[src/hdl/fct_pkg.sv]
// ---------------------------------------------------------------------------
// fct_pkg: shared definitions for the frustum cull test
// Default widths, fixed-point constants, register and verdict codes.
// ---------------------------------------------------------------------------
package fct_pkg;

	localparam int COORD_BITS_DEF = 20;
	localparam int AXIS_BITS_DEF  = 16;
	localparam int COORD_FRAC     = 8;
	localparam int TAN_BITS       = 16;
	localparam int TAN_RESET      = 256;
	localparam int CFG_IDX_BITS   = 3;

	typedef enum logic [CFG_IDX_BITS-1:0] {
		REG_CAMERA_POSITION = 3'd0,
		REG_FORWARD_AXIS    = 3'd1,
		REG_UP_AXIS         = 3'd2,
		REG_LEFT_AXIS       = 3'd3,
		REG_TAN_HORIZONTAL  = 3'd4,
		REG_TAN_VERTICAL    = 3'd5
	} cfg_reg_t;

	typedef enum logic [1:0] {
		VERDICT_VISIBLE = 2'd0,
		VERDICT_BEHIND  = 2'd1,
		VERDICT_OUT_H   = 2'd2,
		VERDICT_OUT_V   = 2'd3
	} verdict_t;

endpackage

[src/hdl/fct_verdict_if.sv]
// ---------------------------------------------------------------------------
// fct_verdict_if: verdict output channel
// Valid/ready channel carrying one cull verdict per transfer.
// ---------------------------------------------------------------------------
interface fct_verdict_if;
	logic              valid;
	logic              ready;
	fct_pkg::verdict_t verdict;

	modport source (output valid, verdict, input ready);
	modport sink (input valid, verdict, output ready);
endinterface

[src/hdl/fct_decide.sv]
// ---------------------------------------------------------------------------
// fct_decide: verdict stages
// Forms the padded forward distance and side offsets, scales the distance by
// the half-angle tangents and compares, ending in the output register.
// ---------------------------------------------------------------------------
module fct_decide #(
	parameter  int COORD_BITS = fct_pkg::COORD_BITS_DEF,
	parameter  int AXIS_BITS  = fct_pkg::AXIS_BITS_DEF,
	localparam int S_W        = COORD_BITS - 1,
	localparam int DOT_W      = COORD_BITS + AXIS_BITS + 3,
	localparam int SPR_W      = COORD_BITS + AXIS_BITS,
	localparam int FWD_W      = COORD_BITS + AXIS_BITS + 4,
	localparam int LHS_W      = DOT_W + 2,
	localparam int TP_W       = FWD_W - 1 + fct_pkg::TAN_BITS,
	localparam int CMP_W      = FWD_W + fct_pkg::TAN_BITS + 2
) (
	input  logic                              clk,
	input  logic                              arst_n,
	input  logic                              up_valid,
	output logic                              up_ready,
	input  logic signed [DOT_W-1:0]           dot [3],
	input  logic        [SPR_W-1:0]           spr [3],
	input  logic        [S_W-1:0]             smax,
	input  logic [fct_pkg::TAN_BITS-1:0]      tan_horizontal,
	input  logic [fct_pkg::TAN_BITS-1:0]      tan_vertical,
	fct_verdict_if.source                     verdict_out
);

	logic                     valid_s4, valid_s5, valid_s6;
	logic                     ready_s4, ready_s5, ready_s6;
	logic        [DOT_W-1:0]  mag_l, mag_v;
	logic signed [FWD_W-1:0]  fwd_d, fwd_s4;
	logic signed [LHS_W-1:0]  lhs_l_d, lhs_v_d, lhs_l_s4, lhs_v_s4, lhs_l_s5, lhs_v_s5;
	logic        [S_W-1:0]    smax_s4, smax_s5;
	logic                     behind_s5;
	logic        [TP_W-1:0]   tp_h_s5, tp_v_s5;
	logic signed [CMP_W-1:0]  pad, rhs_h, rhs_v, lhs_h_ext, lhs_v_ext;
	logic                     out_h, out_v;
	fct_pkg::verdict_t        verdict_d, verdict_s6;

	assign ready_s6 = !valid_s6 || verdict_out.ready;
	assign ready_s5 = !valid_s5 || ready_s6;
	assign ready_s4 = !valid_s4 || ready_s5;
	assign up_ready = ready_s4;

	assign verdict_out.valid   = valid_s6;
	assign verdict_out.verdict = verdict_s6;

	// forward distance padded by twice the spread; side offsets doubled, less the spread
	always_comb begin
		mag_l   = dot[1][DOT_W-1] ? -dot[1] : dot[1];
		mag_v   = dot[2][DOT_W-1] ? -dot[2] : dot[2];
		fwd_d   = FWD_W'(dot[0]) + FWD_W'({spr[0], 1'b0});
		lhs_l_d = LHS_W'({1'b0, mag_l, 1'b0}) - LHS_W'(spr[1]);
		lhs_v_d = LHS_W'({1'b0, mag_v, 1'b0}) - LHS_W'(spr[2]);
	end

	// compare at the combined fraction: lhs moves up by the coordinate fraction
	always_comb begin
		pad       = CMP_W'(smax_s5) <<< (fct_pkg::COORD_FRAC + AXIS_BITS - 1);
		rhs_h     = CMP_W'({tp_h_s5, 1'b0}) + pad;
		rhs_v     = CMP_W'({tp_v_s5, 1'b0}) + pad;
		lhs_h_ext = CMP_W'(lhs_l_s5) <<< fct_pkg::COORD_FRAC;
		lhs_v_ext = CMP_W'(lhs_v_s5) <<< fct_pkg::COORD_FRAC;
		out_h     = lhs_h_ext > rhs_h;
		out_v     = lhs_v_ext > rhs_v;
		priority if (behind_s5) begin
			verdict_d = fct_pkg::VERDICT_BEHIND;
		end else if (out_h) begin
			verdict_d = fct_pkg::VERDICT_OUT_H;
		end else if (out_v) begin
			verdict_d = fct_pkg::VERDICT_OUT_V;
		end else begin
			verdict_d = fct_pkg::VERDICT_VISIBLE;
		end
	end

	always_ff @(posedge clk or negedge arst_n) begin
		if (!arst_n) begin
			valid_s4 <= 1'b0;
			valid_s5 <= 1'b0;
			valid_s6 <= 1'b0;
		end else begin
			if (ready_s4) begin
				valid_s4 <= up_valid;
			end
			if (ready_s5) begin
				valid_s5 <= valid_s4;
			end
			if (ready_s6) begin
				valid_s6 <= valid_s5;
			end
		end
	end

	always_ff @(posedge clk) begin
		if (ready_s4) begin
			fwd_s4   <= fwd_d;
			lhs_l_s4 <= lhs_l_d;
			lhs_v_s4 <= lhs_v_d;
			smax_s4  <= smax;
		end
		if (ready_s5) begin
			// negative distance is already decided, so the magnitude bits suffice
			behind_s5 <= fwd_s4[FWD_W-1];
			tp_h_s5   <= fwd_s4[FWD_W-2:0] * tan_horizontal;
			tp_v_s5   <= fwd_s4[FWD_W-2:0] * tan_vertical;
			lhs_l_s5  <= lhs_l_s4;
			lhs_v_s5  <= lhs_v_s4;
			smax_s5   <= smax_s4;
		end
		if (ready_s6) begin
			verdict_s6 <= verdict_d;
		end
	end

endmodule

[src/flat_wrapper.sv]
// flat-port wrapper written by rule: the top's interface ports become plain ports
module fct_decide_flat 
#(
	parameter  int COORD_BITS = fct_pkg::COORD_BITS_DEF,
	parameter  int AXIS_BITS  = fct_pkg::AXIS_BITS_DEF,
	localparam int S_W        = COORD_BITS - 1,
	localparam int DOT_W      = COORD_BITS + AXIS_BITS + 3,
	localparam int SPR_W      = COORD_BITS + AXIS_BITS,
	localparam int FWD_W      = COORD_BITS + AXIS_BITS + 4,
	localparam int LHS_W      = DOT_W + 2,
	localparam int TP_W       = FWD_W - 1 + fct_pkg::TAN_BITS,
	localparam int CMP_W      = FWD_W + fct_pkg::TAN_BITS + 2
)
  (clk, arst_n, up_valid, up_ready, dot, spr, smax, tan_horizontal, tan_vertical, verdict_out_valid, verdict_out_verdict, verdict_out_ready);
  fct_verdict_if verdict_out_i ();
  input  logic clk;
  input  logic arst_n;
  input  logic up_valid;
  output logic up_ready;
  input  logic signed [DOT_W-1:0] dot[3];
  input  logic        [SPR_W-1:0] spr[3];
  input  logic        [S_W-1:0] smax;
  input  logic [fct_pkg::TAN_BITS-1:0] tan_horizontal;
  input  logic [fct_pkg::TAN_BITS-1:0] tan_vertical;
  output wire logic [$bits(verdict_out_i.valid)-1:0] verdict_out_valid;
  output wire logic [$bits(verdict_out_i.verdict)-1:0] verdict_out_verdict;
  input wire logic [$bits(verdict_out_i.ready)-1:0] verdict_out_ready;
  assign verdict_out_valid = verdict_out_i.valid;
  assign verdict_out_verdict = verdict_out_i.verdict;
  assign verdict_out_i.ready = verdict_out_ready;
  fct_decide #(.COORD_BITS(COORD_BITS), .AXIS_BITS(AXIS_BITS)) u_core (.clk(clk), .arst_n(arst_n), .up_valid(up_valid), .up_ready(up_ready), .dot(dot), .spr(spr), .smax(smax), .tan_horizontal(tan_horizontal), .tan_vertical(tan_vertical), .verdict_out(verdict_out_i));
endmodule
[config.mk]
export PLATFORM = sky130hd
export DESIGN_NAME = fct_decide_flat
export DESIGN_NICKNAME = d
export VERILOG_FILES = /design/src/hdl/fct_pkg.sv /design/src/hdl/fct_verdict_if.sv /design/src/hdl/fct_decide.sv /design/src/flat_wrapper.sv
export SDC_FILE = /design/constraint.sdc
export NUM_CORES = 2
export LEC_CHECK = 0
export ABC_CLOCK_PERIOD_IN_PS = 19400
export BUFFER_PORTS_ARGS = -buffer_cell sky130_fd_sc_hd__buf_2
export CAP_MARGIN = 5
export CORE_ASPECT_RATIO = 0.8
export CORE_MARGIN = 3
export CORE_UTILIZATION = 48
export CTS_BUF_LIST = sky130_fd_sc_hd__clkbuf_8 sky130_fd_sc_hd__clkbuf_16
export DETAILED_ROUTE_END_ITERATION = 6
export HOLD_SLACK_MARGIN = 0.05
export MAX_ROUTING_LAYER = met4
export PLACE_DENSITY = 0.66
export SLEW_MARGIN = 10
export SYNTH_ARGS = -nofsm -noshare
export SYNTH_HDL_FRONTEND = slang
export SYNTH_SLANG_ARGS = --single-unit
[constraint.sdc]
create_clock -name clk -period 19.4 [get_ports clk]
set_input_delay 2.91 -clock clk [delete_from_list [all_inputs] [get_ports clk]]
set_output_delay 2.91 -clock clk [all_outputs]
set_load 0.1 [all_outputs]
==> results by group <==
STA
  – Clock Skew: 20.3 ps
  – Setup tns final: 0 ps
  – Max-slew violations: 0
  – Final Hold Viols: 0
  – Final period utilization: 52.9%
  – Max transition margin: 17.8%
  – Fmax: 0.0975 GHz
  – Setup Viol. Count Final: 0
  – Slew @ Worst Pin: 1230 ps
  – RSZ-0062 raised after global routing: no
  – Period minus WS final: 10260 ps

Placement
  – Port Buffer Count: 283
  – Post-DP HPWL: 128000 um
  – Area after detailed placement: 63900 um^2
  – GP Congestion: 0.917

Critical path
  – Critical path buffers and inverters: 3
  – Slowest-stage cell, CP: a2111oi_0
  – Startpoint Class: input pin
  – Worst path required time: 19760 ps
  – Worst-path cell chain: buf_2 -> nand2_1 -> fa_1 -> fa_1 -> fa_1 -> fa_1 -> inv_1 -> fa_1 -> fa_1 -> ha_1 -> a21o_1 -> a2111oi_0 -> o211ai_1 -> o311ai_0 -> buf_4 -> o21ai_0 -> a221oi_1 -> o21ai_0 -> a21oi_1 -> o21ai_0 -> xor2_1
  – Most used cell, CP: fa_1
  – Slowest cell delay on critical path: 870 ps
  – RR Endpoint: u_core.tp_v_s5[52]$_DFFE_PP_
  – Data arrival time at the worst-slack endpoint: 10610 ps
  – CP max FO: 39
  – Critical R2R Launch: u_core.fwd_s4[22]$_DFFE_PP_
  – Cell family with most CP delay: adder cells
  – Critical path capture point type: flop
  – Cells on worst reg2reg path: 25
  – WS Path Type: in -> reg
  – R2r setup slk: 11210 ps

Yosys
  – Avg Inst Size Synth: 9.29 um^2
  – Synth Instances: 6577
  – Async S/R FF share, synth: 0.838%
  – Post-synthesis net count: 8390
  – Flops & latches, synth: 358
  – EDFF count, synth: 355
  – Yosys cell types: 71
  – Sequential share of the synthesized area: 17.6%
  – Top FF cell, synth: edfxtp_1
  – Synth Warn #: 0
  – Mapped Area: 61100 um^2

Clock network
  – H-tree depth: 2
  – Clock Tree Buf Depth: 3
  – Cts bufs inserted: 45
  – Later-pin clock latency in the skew report: 620 ps
  – Clock-pin transition on the worst setup and hold timing paths: 60 ps
  – Setup repair bufs after CTS: 0
  – Clk sinks: 358
  – CTS Root Cell: clkbuf_16
  – CTS tree: built
  – CTS Hold Bufs: 0
  – Post-CTS sizing: 0

Finish
  – Multi-input gate area: 44200 um^2
  – Post-Layout Inst Area: 65400 um^2
  – Register area: 10700 um^2
  – # nets final: 8497
  – Fill cells: 11500
  – Share of cells above drive strength 1: 6.43%
  – Util after Layout: 52.1%
  – Layout area overhead: 7.14%

Route
  – Via count: 45300
  – Vias per cell: 5.41
  – Drt total wl: 163000 um
  – Wire length per cell: 19.4 um
  – Drt drc: 0
  – Post-DRT Antenna Nets: 0
  – Starting DRT DRC Count: 3122
  – Drt first pass iters: 6

Global route
  – Global-route usage over all layers: 26.1%
  – Largest net degree at the start of global routing: 78
  – Total grt overflow: 0
  – Initial antenna violation count: 13
  – First-pass GRT wire length: 263000 um
  – Vias in the first global route: 47800

Floorplan
  – Die Y: 325 um
  – Die W: 405 um
  – Rows: 116
  – IO Pins: 284
  – Initial Utilization: 48.6%
  – CORE AREA: 126000 um^2
  – Die area: 132000 um^2

Hold path
  – Hold EP: u_core.lhs_v_s5[28]$_DFFE_PP_
  – Hold depth: 0
  – Hold Startpoint: u_core.lhs_v_s4[28]$_DFFE_PP_
  – HP Class: reg -> reg

Run
  – Max Cap Viol: 0

Run status
  – Status: finished clean
[cells in the final DEF (no fill, tap or decap), types with 10 or more instances in the layout]
master and instances:
o21ai_0 136, diode_2 13, buf_4 51, nor2b_1 33
or4_1 16, o21a_1 37, buf_2 283, o41ai_1 17
nor2_1 151, nand3_1 47, nand2b_1 44, nor3_1 34
nand4_1 42, xnor2_1 233, fa_1 1037, o31ai_1 31
or3_1 15, o211ai_1 23, edfxtp_1 355, nand2_1 1037
clkbuf_16 46, xor2_1 95, and4_1 14, a211oi_1 27
inv_1 1362, a31oi_1 26, ha_1 496, a21o_1 170
and2_1 390, a21oi_1 227, a211o_1 10, o21bai_1 29
and3_1 32
[registers in the layout, summed over array words and instances (netlist names), 2 cells and up]
signal	count
u_core.fwd_s4	40
u_core.lhs_l_s4	41
u_core.lhs_l_s5	41
u_core.lhs_v_s4	41
u_core.lhs_v_s5	41
u_core.smax_s4	19
u_core.smax_s5	19
u_core.tp_h_s5	55
u_core.tp_v_s5	55
u_core.verdict_out.verdict	2
[per-stage QoR]
step,hold WS (ps),worst slack [ps],instances
after floorplan,400,8790,6577
after global placement,402,8740,8289
after detailed placement,405,8600,8289
after CTS,411,9240,8373
after global routing,425,8830,8382
final,411,9140,8386
[cells by family (layout without fill, tap and decap cells)]
| kind of cell | after synthesis | after routing | synth area share (%) |
|---|---|---|---|
| other | 0 | 13 | 0 |
| adders and majority gates | 1533 | 1533 | 44.2 |
| xor gates and xnor gates | 328 | 328 | 4.70 |
| and+or+nand+nor | 1897 | 1897 | 14.6 |
| buffers and inverters | 1632 | 1776 | 10.0 |
| muxes | 4 | 4 | 0.0656 |
| DFF | 358 | 358 | 17.6 |
| AOI/OAI and AO/OA | 825 | 825 | 8.86 |
[layer usage]
metal / up-vias / track usage [%] / wire length [um]
met5: - / - / 0
met4: 0 / 7.23 / 4720
met3: 218 / 4.99 / 13800
met2: 1693 / 40.2 / 73300
met1: 22700 / 35.4 / 70800
li1: 20800 / - / -
[synthesized netlist by cell type (34+ instances only)]
master    number  area [um^2]
inv_1       1358         5100
fa_1        1037        20800
nand2_1     1037         3890
ha_1         496         6210
and2_1       390         2440
edfxtp_1     355        10700
clkbuf_1     268         1010
xnor2_1      233         2040
a21oi_1      227         1140
a21o_1       170         1280
nor2_1       151          567
o21ai_0      136          681
xor2_1        95          832
nand3_1       47          235
nand2b_1      44          275
nand4_1       42          263
o21a_1        37          278
nor3_1        34          170
[final cells by class]
type	instances	share of cell area, %
well taps	1652	3.16
diodes	13	0.0497
clock inverters	38	0.516
flip-flops and latches	358	16.4
repair buffers	334	2.75
multi-input cells	4587	67.6
inverters	1358	7.79
clock buffers	46	1.76
[worst max-delay path by stage]
stage	startpoint	end	slack, ps	depth (start not counted)
floorplan	verdict_out_ready	up_ready	8790	1
global placement	tan_vertical[1]	u_core.tp_v_s5[52]$_DFFE_PP_	8740	21
detailed placement	tan_vertical[1]	u_core.tp_v_s5[52]$_DFFE_PP_	8600	21
CTS	tan_vertical[1]	u_core.tp_v_s5[52]$_DFFE_PP_	9240	21
global route	tan_vertical[2]	u_core.tp_v_s5[52]$_DFFE_PP_	8830	21
finish	tan_vertical[1]	u_core.tp_v_s5[52]$_DFFE_PP_	9140	21
Power is left out: the tool's default activity adds up to more than one toggle a clock period on the data nets, which glitch-free logic cannot reach.
